==> src/rtl/core/assert_macros.svh <==
// Assertion macros shared by the RTL of this project.
// Each macro takes a label and a property expression sampled on clock.
`ifndef ASSERT_MACROS_SVH
`define ASSERT_MACROS_SVH
`ifndef SYNTH
`define ASSERT_CLK(lbl, prop) \
   lbl: assert property (@(posedge clock) disable iff (reset) (prop)) \
      else $error("assertion failed");
`define ASSERT_RST(lbl, prop) \
   lbl: assert property (@(posedge clock) (prop)) else $error("assertion failed");
`else
`define ASSERT_CLK(lbl, prop)
`define ASSERT_RST(lbl, prop)
`endif
`endif

==> src/rtl/core/pies_pkg.sv <==
`timescale 1ns / 1ps
// ----------------------------------------------------------------------------
// pies_pkg
// Types, codes and saturating helpers for the per-id event statistics block.
// ----------------------------------------------------------------------------
package pies_pkg;

   localparam int DEF_NUM_IDS       = 512;
   localparam int DEF_WINDOW_EPOCHS = 20;

   // Slot index and fill count cover windows of up to 31 epochs.
   localparam int SLOT_W = 5;
   // Window sums: 31 slots of 32-bit calls and 48-bit times.
   localparam int WSUM_W  = 37;
   localparam int WTIME_W = 53;
   localparam int DIV_N_W = WTIME_W;
   localparam int DIV_D_W = WSUM_W;

   localparam logic [2:0] MODE_BLOCKED = 3'd0;
   localparam logic [2:0] MODE_SWITCH  = 3'd1;
   localparam logic [2:0] MODE_ABORT   = 3'd2;
   localparam logic [2:0] MODE_TICK    = 3'd3;
   localparam logic [2:0] MODE_QUERY   = 3'd4;

   localparam logic [1:0] DIV_AVG  = 2'd0;
   localparam logic [1:0] DIV_MEAN = 2'd1;
   localparam logic [1:0] DIV_CTX  = 2'd2;

   typedef enum logic [3:0] {
      ST_CLEAR,
      ST_IDLE,
      ST_EV_RD,
      ST_EV_WR,
      ST_T_RD,
      ST_T_WR,
      ST_Q_RD,
      ST_Q_ENT,
      ST_Q_RRD,
      ST_Q_RACC,
      ST_Q_DSTART,
      ST_Q_DWAIT,
      ST_Q_FIN
   } state_type;

   typedef struct packed {
      logic              used;
      logic [31:0]       epoch_calls;
      logic [47:0]       epoch_time;
      logic [31:0]       last_calls;
      logic [31:0]       sum_calls;
      logic [31:0]       epoch_switches;
      logic [31:0]       sum_switches;
      logic [31:0]       max_switches;
      logic [31:0]       abort_count;
      logic [31:0]       max_delay;
      logic [21:0]       max_delay_pid;
      logic [31:0]       max_delay_uid;
      logic [SLOT_W-1:0] ring_head;
      logic [SLOT_W-1:0] ring_fill;
   } entry_type;

   typedef struct packed {
      logic [31:0] calls;
      logic [47:0] time_ns;
   } slot_type;

   function automatic logic [31:0] sat_add32(input logic [31:0] a, input logic [31:0] b);
      logic [32:0] s;
      s = {1'b0, a} + {1'b0, b};
      return s[32] ? 32'hFFFF_FFFF : s[31:0];
   endfunction

   function automatic logic [47:0] sat_add48(input logic [47:0] a, input logic [31:0] b);
      logic [48:0] s;
      s = {1'b0, a} + {17'd0, b};
      return s[48] ? 48'hFFFF_FFFF_FFFF : s[47:0];
   endfunction

endpackage

==> src/rtl/core/pies_div.sv <==
`timescale 1ns / 1ps
// ----------------------------------------------------------------------------
// pies_div
// Restoring divider, one quotient bit per cycle, shared by all query ratios.
// ----------------------------------------------------------------------------
module pies_div (
   input  logic                           clock,
   input  logic                           reset,
   input  logic                           start,
   input  logic [pies_pkg::DIV_N_W-1:0]   dividend,
   input  logic [pies_pkg::DIV_D_W-1:0]   divisor,
   output logic                           done,
   output logic [pies_pkg::DIV_N_W-1:0]   quotient
);
   import pies_pkg::*;

   localparam int CNT_W = $clog2(DIV_N_W);

   logic               busy_ff;
   logic               done_ff;
   logic [CNT_W-1:0]   cnt_ff;
   logic [DIV_D_W-1:0] rem_ff;
   logic [DIV_D_W-1:0] div_ff;
   logic [DIV_N_W-1:0] quo_ff;
   logic [DIV_D_W:0]   trial;
   logic [DIV_D_W:0]   diff;
   logic               take;

   // One trial subtraction per step.
   always_comb begin
      trial = {rem_ff, quo_ff[DIV_N_W-1]};
      diff  = trial - {1'b0, div_ff};
      take  = (trial >= {1'b0, div_ff});
   end

   // Control: busy for one step per quotient bit, done pulses at the end.
   always_ff @(posedge clock) begin
      if (reset) begin
         busy_ff <= 1'b0;
         done_ff <= 1'b0;
         cnt_ff  <= '0;
      end else begin
         done_ff <= 1'b0;
         if (start) begin
            busy_ff <= 1'b1;
            cnt_ff  <= '0;
         end else if (busy_ff) begin
            cnt_ff <= cnt_ff + 1'b1;
            if (cnt_ff == CNT_W'(DIV_N_W - 1)) begin
               busy_ff <= 1'b0;
               done_ff <= 1'b1;
            end
         end
      end
   end

   // Datapath: partial remainder and dividend shifting into the quotient.
   always_ff @(posedge clock) begin
      if (start) begin
         rem_ff <= '0;
         div_ff <= divisor;
         quo_ff <= dividend;
      end else if (busy_ff) begin
         rem_ff <= take ? diff[DIV_D_W-1:0] : trial[DIV_D_W-1:0];
         quo_ff <= {quo_ff[DIV_N_W-2:0], take};
      end
   end

   assign done     = done_ff;
   assign quotient = quo_ff;

endmodule

==> config.mk <==
export PLATFORM = sky130hd
export DESIGN_NAME = pies_div
export DESIGN_NICKNAME = d
export VERILOG_FILES = /design/src/rtl/core/assert_macros.svh /design/src/rtl/core/pies_pkg.sv /design/src/rtl/core/pies_div.sv
export SDC_FILE = /design/constraint.sdc
export NUM_CORES = 1
export LEC_CHECK = 0
export BUFFER_PORTS_ARGS = -buffer_cell sky130_fd_sc_hd__buf_4
export CAP_MARGIN = 20
export CORE_ASPECT_RATIO = 0.6
export CORE_MARGIN = 2
export CORE_UTILIZATION = 50
export DETAILED_ROUTE_END_ITERATION = 6
export GPL_ROUTABILITY_DRIVEN = 0
export PLACE_DENSITY_LB_ADDON = 0.25
export SYNTH_ARGS = -nofsm -noshare
export SYNTH_HDL_FRONTEND = slang
export SYNTH_SLANG_ARGS = --single-unit
==> constraint.sdc <==
create_clock -name clock -period 3.4 [get_ports clock]
set_input_delay 0.51 -clock clock [delete_from_list [all_inputs] [get_ports clock]]
set_output_delay 0.51 -clock clock [all_outputs]
set_load 0.05 [all_outputs]
==> results of run 1 <==
[per-layer routing]
layer  vias to the layer above  part of all wire  GRT usage
met4                         0             0.011     0.0629
met5                         -                 0          0
met1                      2988              0.47      0.348
met2                       243              0.45      0.357
li1                       2965                 -          -
met3                        28             0.065     0.0496
[worst max-delay path: cells and delay by family (launching register included)]
| family | cells | cell delay, ns |
|---|---|---|
| flops | 1 | 0.34 |
| mux | 1 | 0.23 |
| fa+ha+maj | 1 | 0.39 |
| buf+inv | 2 | 0.26 |
| compound gates | 6 | 1.35 |
| simple gates | 2 | 0.47 |
[what timing repair did]
item,4_1_cts,5_1_grt
resized for setup,0,4
endpoints found under the hold margin,0,0
setup endpoints to repair,0,21
[layout by cell type (no fill, tap or decap), types with 4 or more instances in the layout]
| master | synthesis | layout |
|---|---|---|
| nand3_1 | 11 | 11 |
| nand2_1 | 58 | 58 |
| nor3_1 | 5 | 5 |
| clkbuf_16 | 0 | 17 |
| a211oi_1 | 16 | 16 |
| a21o_1 | 11 | 11 |
| edfxtp_1 | 90 | 90 |
| o21ai_0 | 16 | 16 |
| xor2_1 | 16 | 16 |
| o21bai_1 | 8 | 8 |
| dfxtp_1 | 45 | 44 |
| nor3_2 | 5 | 5 |
| inv_6 | 0 | 5 |
| o211ai_1 | 7 | 7 |
| nand4_1 | 12 | 12 |
| a311oi_2 | 7 | 7 |
| ha_1 | 39 | 39 |
| buf_4 | 0 | 158 |
| clkinvlp_4 | 0 | 6 |
| o21ai_1 | 22 | 22 |
| o211ai_2 | 4 | 4 |
| nand2b_1 | 5 | 5 |
| mux2_2 | 55 | 55 |
| inv_1 | 52 | 51 |
| nor2b_1 | 4 | 4 |
| a21oi_1 | 51 | 50 |
| nand2_2 | 4 | 4 |
| nor2_1 | 59 | 59 |
| xnor2_1 | 16 | 16 |
| mux2i_1 | 11 | 11 |
[flip-flops by register name, indices dropped and copies added (netlist names)]
name and flops:
quotient 53, rem_ff 37, done 1, div_ff 37, cnt_ff 6, busy_ff 1
[cells by family (layout without fill, tap and decap cells)]
kind of cell               Yosys count  after routing  share of synthesized area
AOI/OAI and AO/OA                  181            181                      0.168
xor gates and xnor gates            32             32                     0.0362
adders and majority gates           40             40                     0.0656
buffers and inverters               85            245                     0.0496
DFF                                135            135                      0.466
muxes                               66             66                     0.0942
and+or+nand+nor                    186            186                      0.121
[where the power goes]
| group | total, mW | internal, mW | switching, mW |
|---|---|---|---|
| registers | 1.99 | 1.91 | 0.0844 |
| logic | 1.24 | 0.477 | 0.763 |
| clock network | 1.82 | 1.03 | 0.789 |
[cell type report]
class / instances / area [µm²] / area share
multi-input combinational: 505 / 3780 / 0.392
sequential: 135 / 3600 / 0.373
timing repair buffer: 161 / 1250 / 0.129
clock buffer: 18 / 429 / 0.0445
tap: 203 / 254 / 0.0263
inverter: 52 / 195 / 0.0202
clock inverter: 14 / 141 / 0.0146
[worst min-delay path by stage]
stage                   start   endpoint  cells after the start  slack, ns
CTS                     reset    busy_ff                      2       0.23
finish                  reset    busy_ff                      2       0.24
global route            reset    busy_ff                      2       0.24
global placement    rem_ff[7]  rem_ff[7]                      2       0.46
floorplan           rem_ff[2]  rem_ff[2]                      2       0.44
detailed placement  rem_ff[7]  rem_ff[7]                      2       0.46
[per-stage QoR]
step           hold slack [ns]  cells  instance area, µm²
6_report                 0.242   1088                9650
3_3_place_gp             0.457   1056                9050
3_5_place_dp             0.465   1056                9050
5_1_grt                  0.236   1088                9650
4_1_cts                  0.230   1088                9620
2_1_floorplan            0.443    725                7740
==> impl_metrics.toml, run 1 <==
[cells_and_area]
n_antenna_cell = 0
area_delta_synth_final_pct = 24.7
drive_gt1_frac = 0.332
nets = 1005
final_core_util = 0.633
num-fill-cells = 1253

[sta]
worst_pin_slew_ns = 0.767
fin_crit_ns = 3.14
hold_viol_final = 0
setup_slack_ns = 0.259
fin_skew_ns = 0.0114
maxSlewViolCount = 0
max_slew_margin = 0.489
rsz0062_at_grt = "no"
fin_crit_sh = 0.924
setup-violations-final = 0
fmaxAchievable_mhz = 318
setup_tns_ns = 0

[critical_path]
crit_path_start = "div_ff[12]"
crit_slowest_cell = "ha_1"
crit_fanout = 6
critPathMaxStageDelay_ns = 0.39
r2r_slack_ns = 0.26
crit_chain = "inv_1, ha_1, and3_1, nor3b_2, o211ai_1, a21oi_1, o21ai_1, o41ai_2, buf_4, mux2i_1, a31oi_1, a22o_1"
endpoint_kind = "flop"
crit_type = "flop to flop"
crit_path_start_kind = "flop"
crit_required_ns = 3.71
crit-reg2reg-launch = "div_ff[12]"
endpoint = "rem_ff[31]"
timing.rr.end = "rem_ff[31]"
worstRegToRegCells = 12
critPathArrivalTime_ns = 3.45

[routing]
wl_per_cell_um = 17.8
route.vias.total = 6224
drt_iter0_drc = 467
vias_per_cell = 5.72
ant_nets = 0
firstDrtPassIters = 5
drc = 0
drt_wl_total_mm = 19.4

[cts]
post_cts_buffers = 0
cts_root_buffer = "clkbuf_16"
clock_sinks = 135
hold_buffers = 0
worst_skew_pair.late_latency_ns = 0.42
clkTransAtPathRegs_ns = 0.06
htreeDepth = 4
cts_buffers = 17
cts_tree = "yes"
cts_max_path_buffers = 2

[logic_synthesis]
syn_area_mm2 = 0.00774
ys_ff_latch = 135
synth_warnings = 0
synth.distinct_cells = 71
ys_seq_area_frac = 0.466
yosys-top-cells-count = "edfxtp_1 (90), nor2_1 (59), nand2_1 (58)"
synth_area_leader_cell = "edfxtp_1"
synth.area.top_cells = "edfxtp_1 (35%), dfxtp_1 (12%), mux2_2 (8.0%)"
syn_nets = 858
synth.most_common_cell = "edfxtp_1"
synth-edff-count = 90
async_flop_share = 0
yosysTopAreaCellShare = 0.349
synth_cells = 725
syn_area_per_cell_um2 = 10.7
ys.flop_type = "edfxtp_1"

[floorplanning]
floorplan.initialDensity = 0.508
fp.dieW_um = 165
core_area_mm2 = 0.0152
rows = 35
die_h_um = 100
io_pins = 147
die_area_mm2 = 0.0165

[global_routing]
grt_pass1_wl_mm = 30.7
track_usage = 0.237
grt_max_degree = 59
grt_pass1_vias = 6024
grt_overflow_total = 0
antenna_found_initial = 0

[placement]
pre_cts_ws_ns = 0.167
dp.final_hpwl_mm = 13.9
io_buffers = 146

[power_and_ir_drop]
p_leak_nw = 3.97
ir_drop_mv = 0.287
power.total_mw = 5.05
powerDensity_mw_per_mm2 = 523

[min_path]
hold_class = "primary input to flop"

[job]
max-cap-violations = 0

[status]
status = "finished, final reports clean"
Note: power is estimated with default switching activity, not from simulation.
==> run 2: changes to the inputs <==
CTS_CLUSTER_SIZE = 12   (was not set)
clock period = 3 ns   (was 3.4 ns; I/O delays follow)
==> impl_metrics.toml, run 2 (synthesis gave the netlist of run 1 again) <==
[power_and_ir_drop]
p_seq_frac = 0.380
p_leak_nw = 4.18
ir_drop_mv = 0.312
p_comb_frac = 0.260
swShare = 0.322
internal-power_mw = 4.03
switchingPower_mw = 1.91
powerDensity_mw_per_mm2 = 589
p_clk_frac = 0.360

[cells_and_area]
layout_commonest_cell = "buf_4"
largest_reg_flops = 53
drive_gt1_frac = 0.380
num-fill-cells = 1173
nets = 1038
final_core_util = 0.661
final_cell_mix = "buf_4 (189), edfxtp_1 (90), nor2_1 (58)"
regArea_mm2 = 0.00360
area_delta_synth_final_pct = 30.2
n_antenna_cell = 0
multi_input_area_mm2 = 0.00393

[critical_path]
endpoint = "rem_ff[24]"
crit_path_start = "quotient[52]"
crit_path_start_kind = "flop"
crit_fanout = 3
r2r_slack_ns = -0.009
worstRegToRegCells = 14
crit_type = "flop to flop"
timing.rr.end = "rem_ff[24]"
crit_slowest_cell = "edfxtp_1"
crit_required_ns = 3.29
critPathTopFamily = "compound AO/OA/AOI/OAI gates"
path_depth = 14
worst-path-buf-inv = 3
crit-reg2reg-launch = "quotient[52]"
critPathMaxStageDelay_ns = 0.38
critPathArrivalTime_ns = 3.30
endpoint_kind = "flop"
crit_chain = "inv_1, ha_2, inv_2, fa_2, a211oi_4, o211ai_2, a221oi_4, buf_4, o21ai_4, a31o_4, a21oi_4, xnor2_1, mux2i_1, o21ai_1"

[cts]
cts_tree = "yes"
hold_buffers = 0
cts_root_buffer = "clkbuf_16"
clock_sinks = 135
worst_skew_pair.late_latency_ns = 0.42
htreeDepth = 4
clkTransAtPathRegs_ns = 0.06
cts_max_path_buffers = 2
cts_buffers = 17

[global_routing]
grt_pass1_vias = 6079
track_usage = 0.240
grt_max_degree = 66
grt_overflow_total = 0
grt_pass1_wl_mm = 31.1
antenna_found_initial = 0

[sta]
max_slew_margin = 0.542
rsz0062_at_grt = "yes"
setup_slack_ns = -0.00902
worst_pin_slew_ns = 0.687
maxSlewViolCount = 0
fmaxAchievable_mhz = 332
hold_viol_final = 0
setup-violations-final = 2
fin_skew_ns = 0.0146
fin_crit_ns = 3.01
fin_crit_sh = 1.00

[floorplanning]
io_pins = 147
die_h_um = 100
die_area_mm2 = 0.0165
rows = 35
floorplan.initialDensity = 0.508
core_area_mm2 = 0.0152
fp.dieW_um = 165

[routing]
vias_per_cell = 5.63
drc = 0
ant_nets = 0
route.vias.total = 6310
drt_iter0_drc = 624
firstDrtPassIters = 5
wl_per_cell_um = 17.9
drt_wl_total_mm = 20.1

[job]
max-cap-violations = 0

[status]
status = "complete, but fails checks"
violations = "negative setup slack"

[min_path]
min-delay-start = "reset"
hold_class = "primary input to flop"

[placement]
pre_cts_ws_ns = -0.00683
dp.final_hpwl_mm = 14.2
io_buffers = 146
run 2: power groups by stage:
stage	Sequential, mW	Clock (mW)	Combinational (mW)
floorplan	2.54	0	0.728
global placement	2.29	0	1.40
detailed placement	2.29	0	1.43
CTS	2.26	2.16	1.44
global route	2.27	2.26	1.65
finish	2.26	2.14	1.54
run 2: worst register-to-register path, cell delays in order, from the launching register on:
cell and delay (ns):
edfxtp_1 0.38, inv_1 0.07, ha_2 0.17, inv_2 0.04
fa_2 0.38, a211oi_4 0.26, o211ai_2 0.14, a221oi_4 0.36
buf_4 0.19, o21ai_4 0.06, a31o_4 0.28, a21oi_4 0.24
xnor2_1 0.09, mux2i_1 0.16, o21ai_1 0.08
run 2: metrics by stage:
| step | instances | power (mW) | setup TNS [ns] | instance area (µm²) | hold slack [ns] |
|---|---|---|---|---|---|
| 3_3_place_gp | 1076 | 3.68 | 0 | 9200 | 0.455 |
| 6_report | 1121 | 5.94 | -0.0154 | 10100 | 0.195 |
| 3_5_place_dp | 1076 | 3.72 | -0.00683 | 9200 | 0.471 |
| 2_1_floorplan | 725 | 3.26 | -0.193 | 7760 | 0.443 |
| 4_1_cts | 1109 | 5.86 | 0 | 9810 | 0.182 |
| 5_1_grt | 1121 | 6.18 | -0.799 | 10100 | 0.185 |
run 2: layout make-up:
cell class / instances / area share
sequential: 135 / 0.358
tap: 203 / 0.0252
inverter: 52 / 0.0194
multi-input combinational: 505 / 0.390
timing repair buffer: 194 / 0.149
clock inverter: 15 / 0.0165
clock buffer: 17 / 0.0422
run 2: metal layers:
metal / global-route usage / vias to the layer above / wire (µm)
met5: 0 / - / 0
met4: 0.0716 / 0 / 267
met3: 0.0591 / 30 / 1520
met2: 0.350 / 249 / 8940
met1: 0.353 / 3011 / 9380
li1: - / 3020 / -
run 2: worst min path at each step:
stage | endpoint | slack [ns] | cells after the start
5_1_grt | busy_ff | 0.19 | 2
6_report | busy_ff | 0.20 | 2
4_1_cts | busy_ff | 0.18 | 2
2_1_floorplan | rem_ff[2] | 0.44 | 2
3_3_place_gp | rem_ff[24] | 0.45 | 2
3_5_place_dp | rem_ff[7] | 0.47 | 2
run 2: repair_timing:
action | CTS | global route
setup buffers | 1 | 12
pin swaps | 1 | 16
setup endpoints to repair | 4 | 34
gates resized for setup | 1 | 38
==> run 3: changes to the inputs <==
SETUP_SLACK_MARGIN = 0.15   (was not set)
==> impl_metrics.toml, run 3 (synthesis gave the netlist of run 1 again) <==
[sta]
maxSlewViolCount = 0
worst_hold_slack_ns = 0.176
hold_viol_final = 0
fmaxAchievable_mhz = 349
worst_pin_slew_ns = 0.623
rsz0062_at_grt = "yes"
fin_crit_sh = 0.954
max_slew_margin = 0.585
setup-violations-final = 0
fin_crit_ns = 2.86
fin_skew_ns = 0.0122

[power_and_ir_drop]
powerDensity_mw_per_mm2 = 574
power.total_mw = 6.08
ir_drop_mv = 0.435
p_leak_nw = 4.30

[critical_path]
crit_fanout = 3
crit-reg2reg-launch = "quotient[52]"
worstRegToRegCells = 13
crit_required_ns = 3.27
crit_path_start_kind = "flop"
critPathArrivalTime_ns = 3.13
endpoint = "rem_ff[28]"
timing.rr.end = "rem_ff[28]"
crit_type = "flop to flop"
endpoint_kind = "flop"
r2r_slack_ns = 0.14
crit_path_start = "quotient[52]"

[job]
max-cap-violations = 0

[floorplanning]
core_area_mm2 = 0.0152
io_pins = 147
fp.dieW_um = 165
die_h_um = 100
die_area_mm2 = 0.0165
floorplan.initialDensity = 0.508
rows = 35

[cells_and_area]
layout_commonest_cell = "buf_4"
nets = 1049
num-fill-cells = 1126
final_cell_mix = "buf_4 (190), edfxtp_1 (90), nor2_1 (57)"
largest_reg_flops = 53
drive_gt1_frac = 0.422
area_delta_synth_final_pct = 36.8
n_antenna_cell = 0
final_core_util = 0.695

[cts]
clkTransAtPathRegs_ns = 0.06
clock_sinks = 135
hold_buffers = 0
htreeDepth = 4
cts_buffers = 17
cts_max_path_buffers = 2
worst_skew_pair.late_latency_ns = 0.42
cts_tree = "yes"
cts_root_buffer = "clkbuf_16"

[routing]
ant_nets = 0
route.vias.total = 6656
drt_wl_total_mm = 21.7
wl_per_cell_um = 19.1
drt_iter0_drc = 665
top_layer = "met4"
route.met3.wl_mm = 1.66
met1Wirelength_mm = 9.56
firstDrtPassIters = 7
drc = 1
vias_per_cell = 5.88
met2_length_mm = 10.2

[status]
status = "complete, but fails checks"
violations = "design-rule violations"

[min_path]
hold_class = "primary input to flop"

[global_routing]
grt_overflow_total = 0
grt_pass1_vias = 6119
antenna_found_initial = 0
track_usage = 0.241
grt_pass1_wl_mm = 31.2
grt_max_degree = 49

[placement]
io_buffers = 146
dp.final_hpwl_mm = 14.2
==> run 3: cell types whose count changed in the layout (fill, tap and decap cells not counted), sizes merged <==
| cell | delta |
|---|---|
| clkinv | +1 |
| nand2 | +3 |
| buf | +7 |
| clkbuf | +2 |
| inv | -2 |
==> run 3: critical path, cell delays in order (launching register included) <==
cell and delay (ns):
edfxtp_1 0.40, inv_2 0.09, ha_4 0.14, inv_2 0.03, fa_2 0.35, a211oi_2 0.26
o211ai_2 0.14, a221oi_4 0.38, o21ai_2 0.15, a31o_4 0.27, a21oi_4 0.20, o21ai_1 0.09
nand3b_1 0.11, a41oi_2 0.11
==> run 3: routing by layer <==
metal	global-route usage	up-vias
met5	0	-
li1	-	3052
met1	0.348	3237
met2	0.370	333
met3	0.0533	34
met4	0.0609	0
==> run 3: layout make-up <==
cell class | instances | area (µm²) | share of cell area
clock buffers | 18 | 429 | 0.0405
inverters | 52 | 195 | 0.0184
well taps | 203 | 254 | 0.0240
multi-input cells | 508 | 4320 | 0.408
flip-flops and latches | 135 | 3610 | 0.341
clock inverters | 14 | 163 | 0.0154
repair buffers | 202 | 1620 | 0.153
==> run 3: repair_timing <==
action                                  4_1_cts  5_1_grt
endpoints found under the setup margin       32       38
pin swaps                                     7       32
buffers inserted                              5       16
resized for setup                            19       74
endpoints found under the hold margin         0        0
cloned                                        1        3
==> run 3: worst min path at each step <==
stage,from,endpoint,slack [ns],cells after the start
6_report,reset,busy_ff,0.18,2
5_1_grt,reset,busy_ff,0.18,2
4_1_cts,reset,busy_ff,0.17,2
3_5_place_dp,rem_ff[7],rem_ff[7],0.47,2
3_3_place_gp,rem_ff[7],rem_ff[7],0.45,2
2_1_floorplan,rem_ff[2],rem_ff[2],0.44,2
==> run 3: power breakdown <==
| group | leakage (nW) | internal (mW) | total, mW | switching, mW |
|---|---|---|---|---|
| Combinational | 2.76 | 0.689 | 1.67 | 0.985 |
| Clock | 0.276 | 1.25 | 2.14 | 0.892 |
| Sequential | 1.26 | 2.17 | 2.26 | 0.0997 |
| Total | 4.30 | 4.10 | 6.08 | 1.98 |
==> run 3: metrics by stage <==
stage / TNS, ns / area (µm²) / setup WS [ns] / std cells
floorplan: -0.193 / 7770 / -0.130 / 725
global placement: 0 / 9230 / 0.109 / 1075
detailed placement: -0.00964 / 9230 / -0.00964 / 1075
CTS: 0 / 9970 / 0.123 / 1113
global route: -0.000313 / 10600 / -0.000313 / 1132
finish: 0 / 10600 / 0.139 / 1132
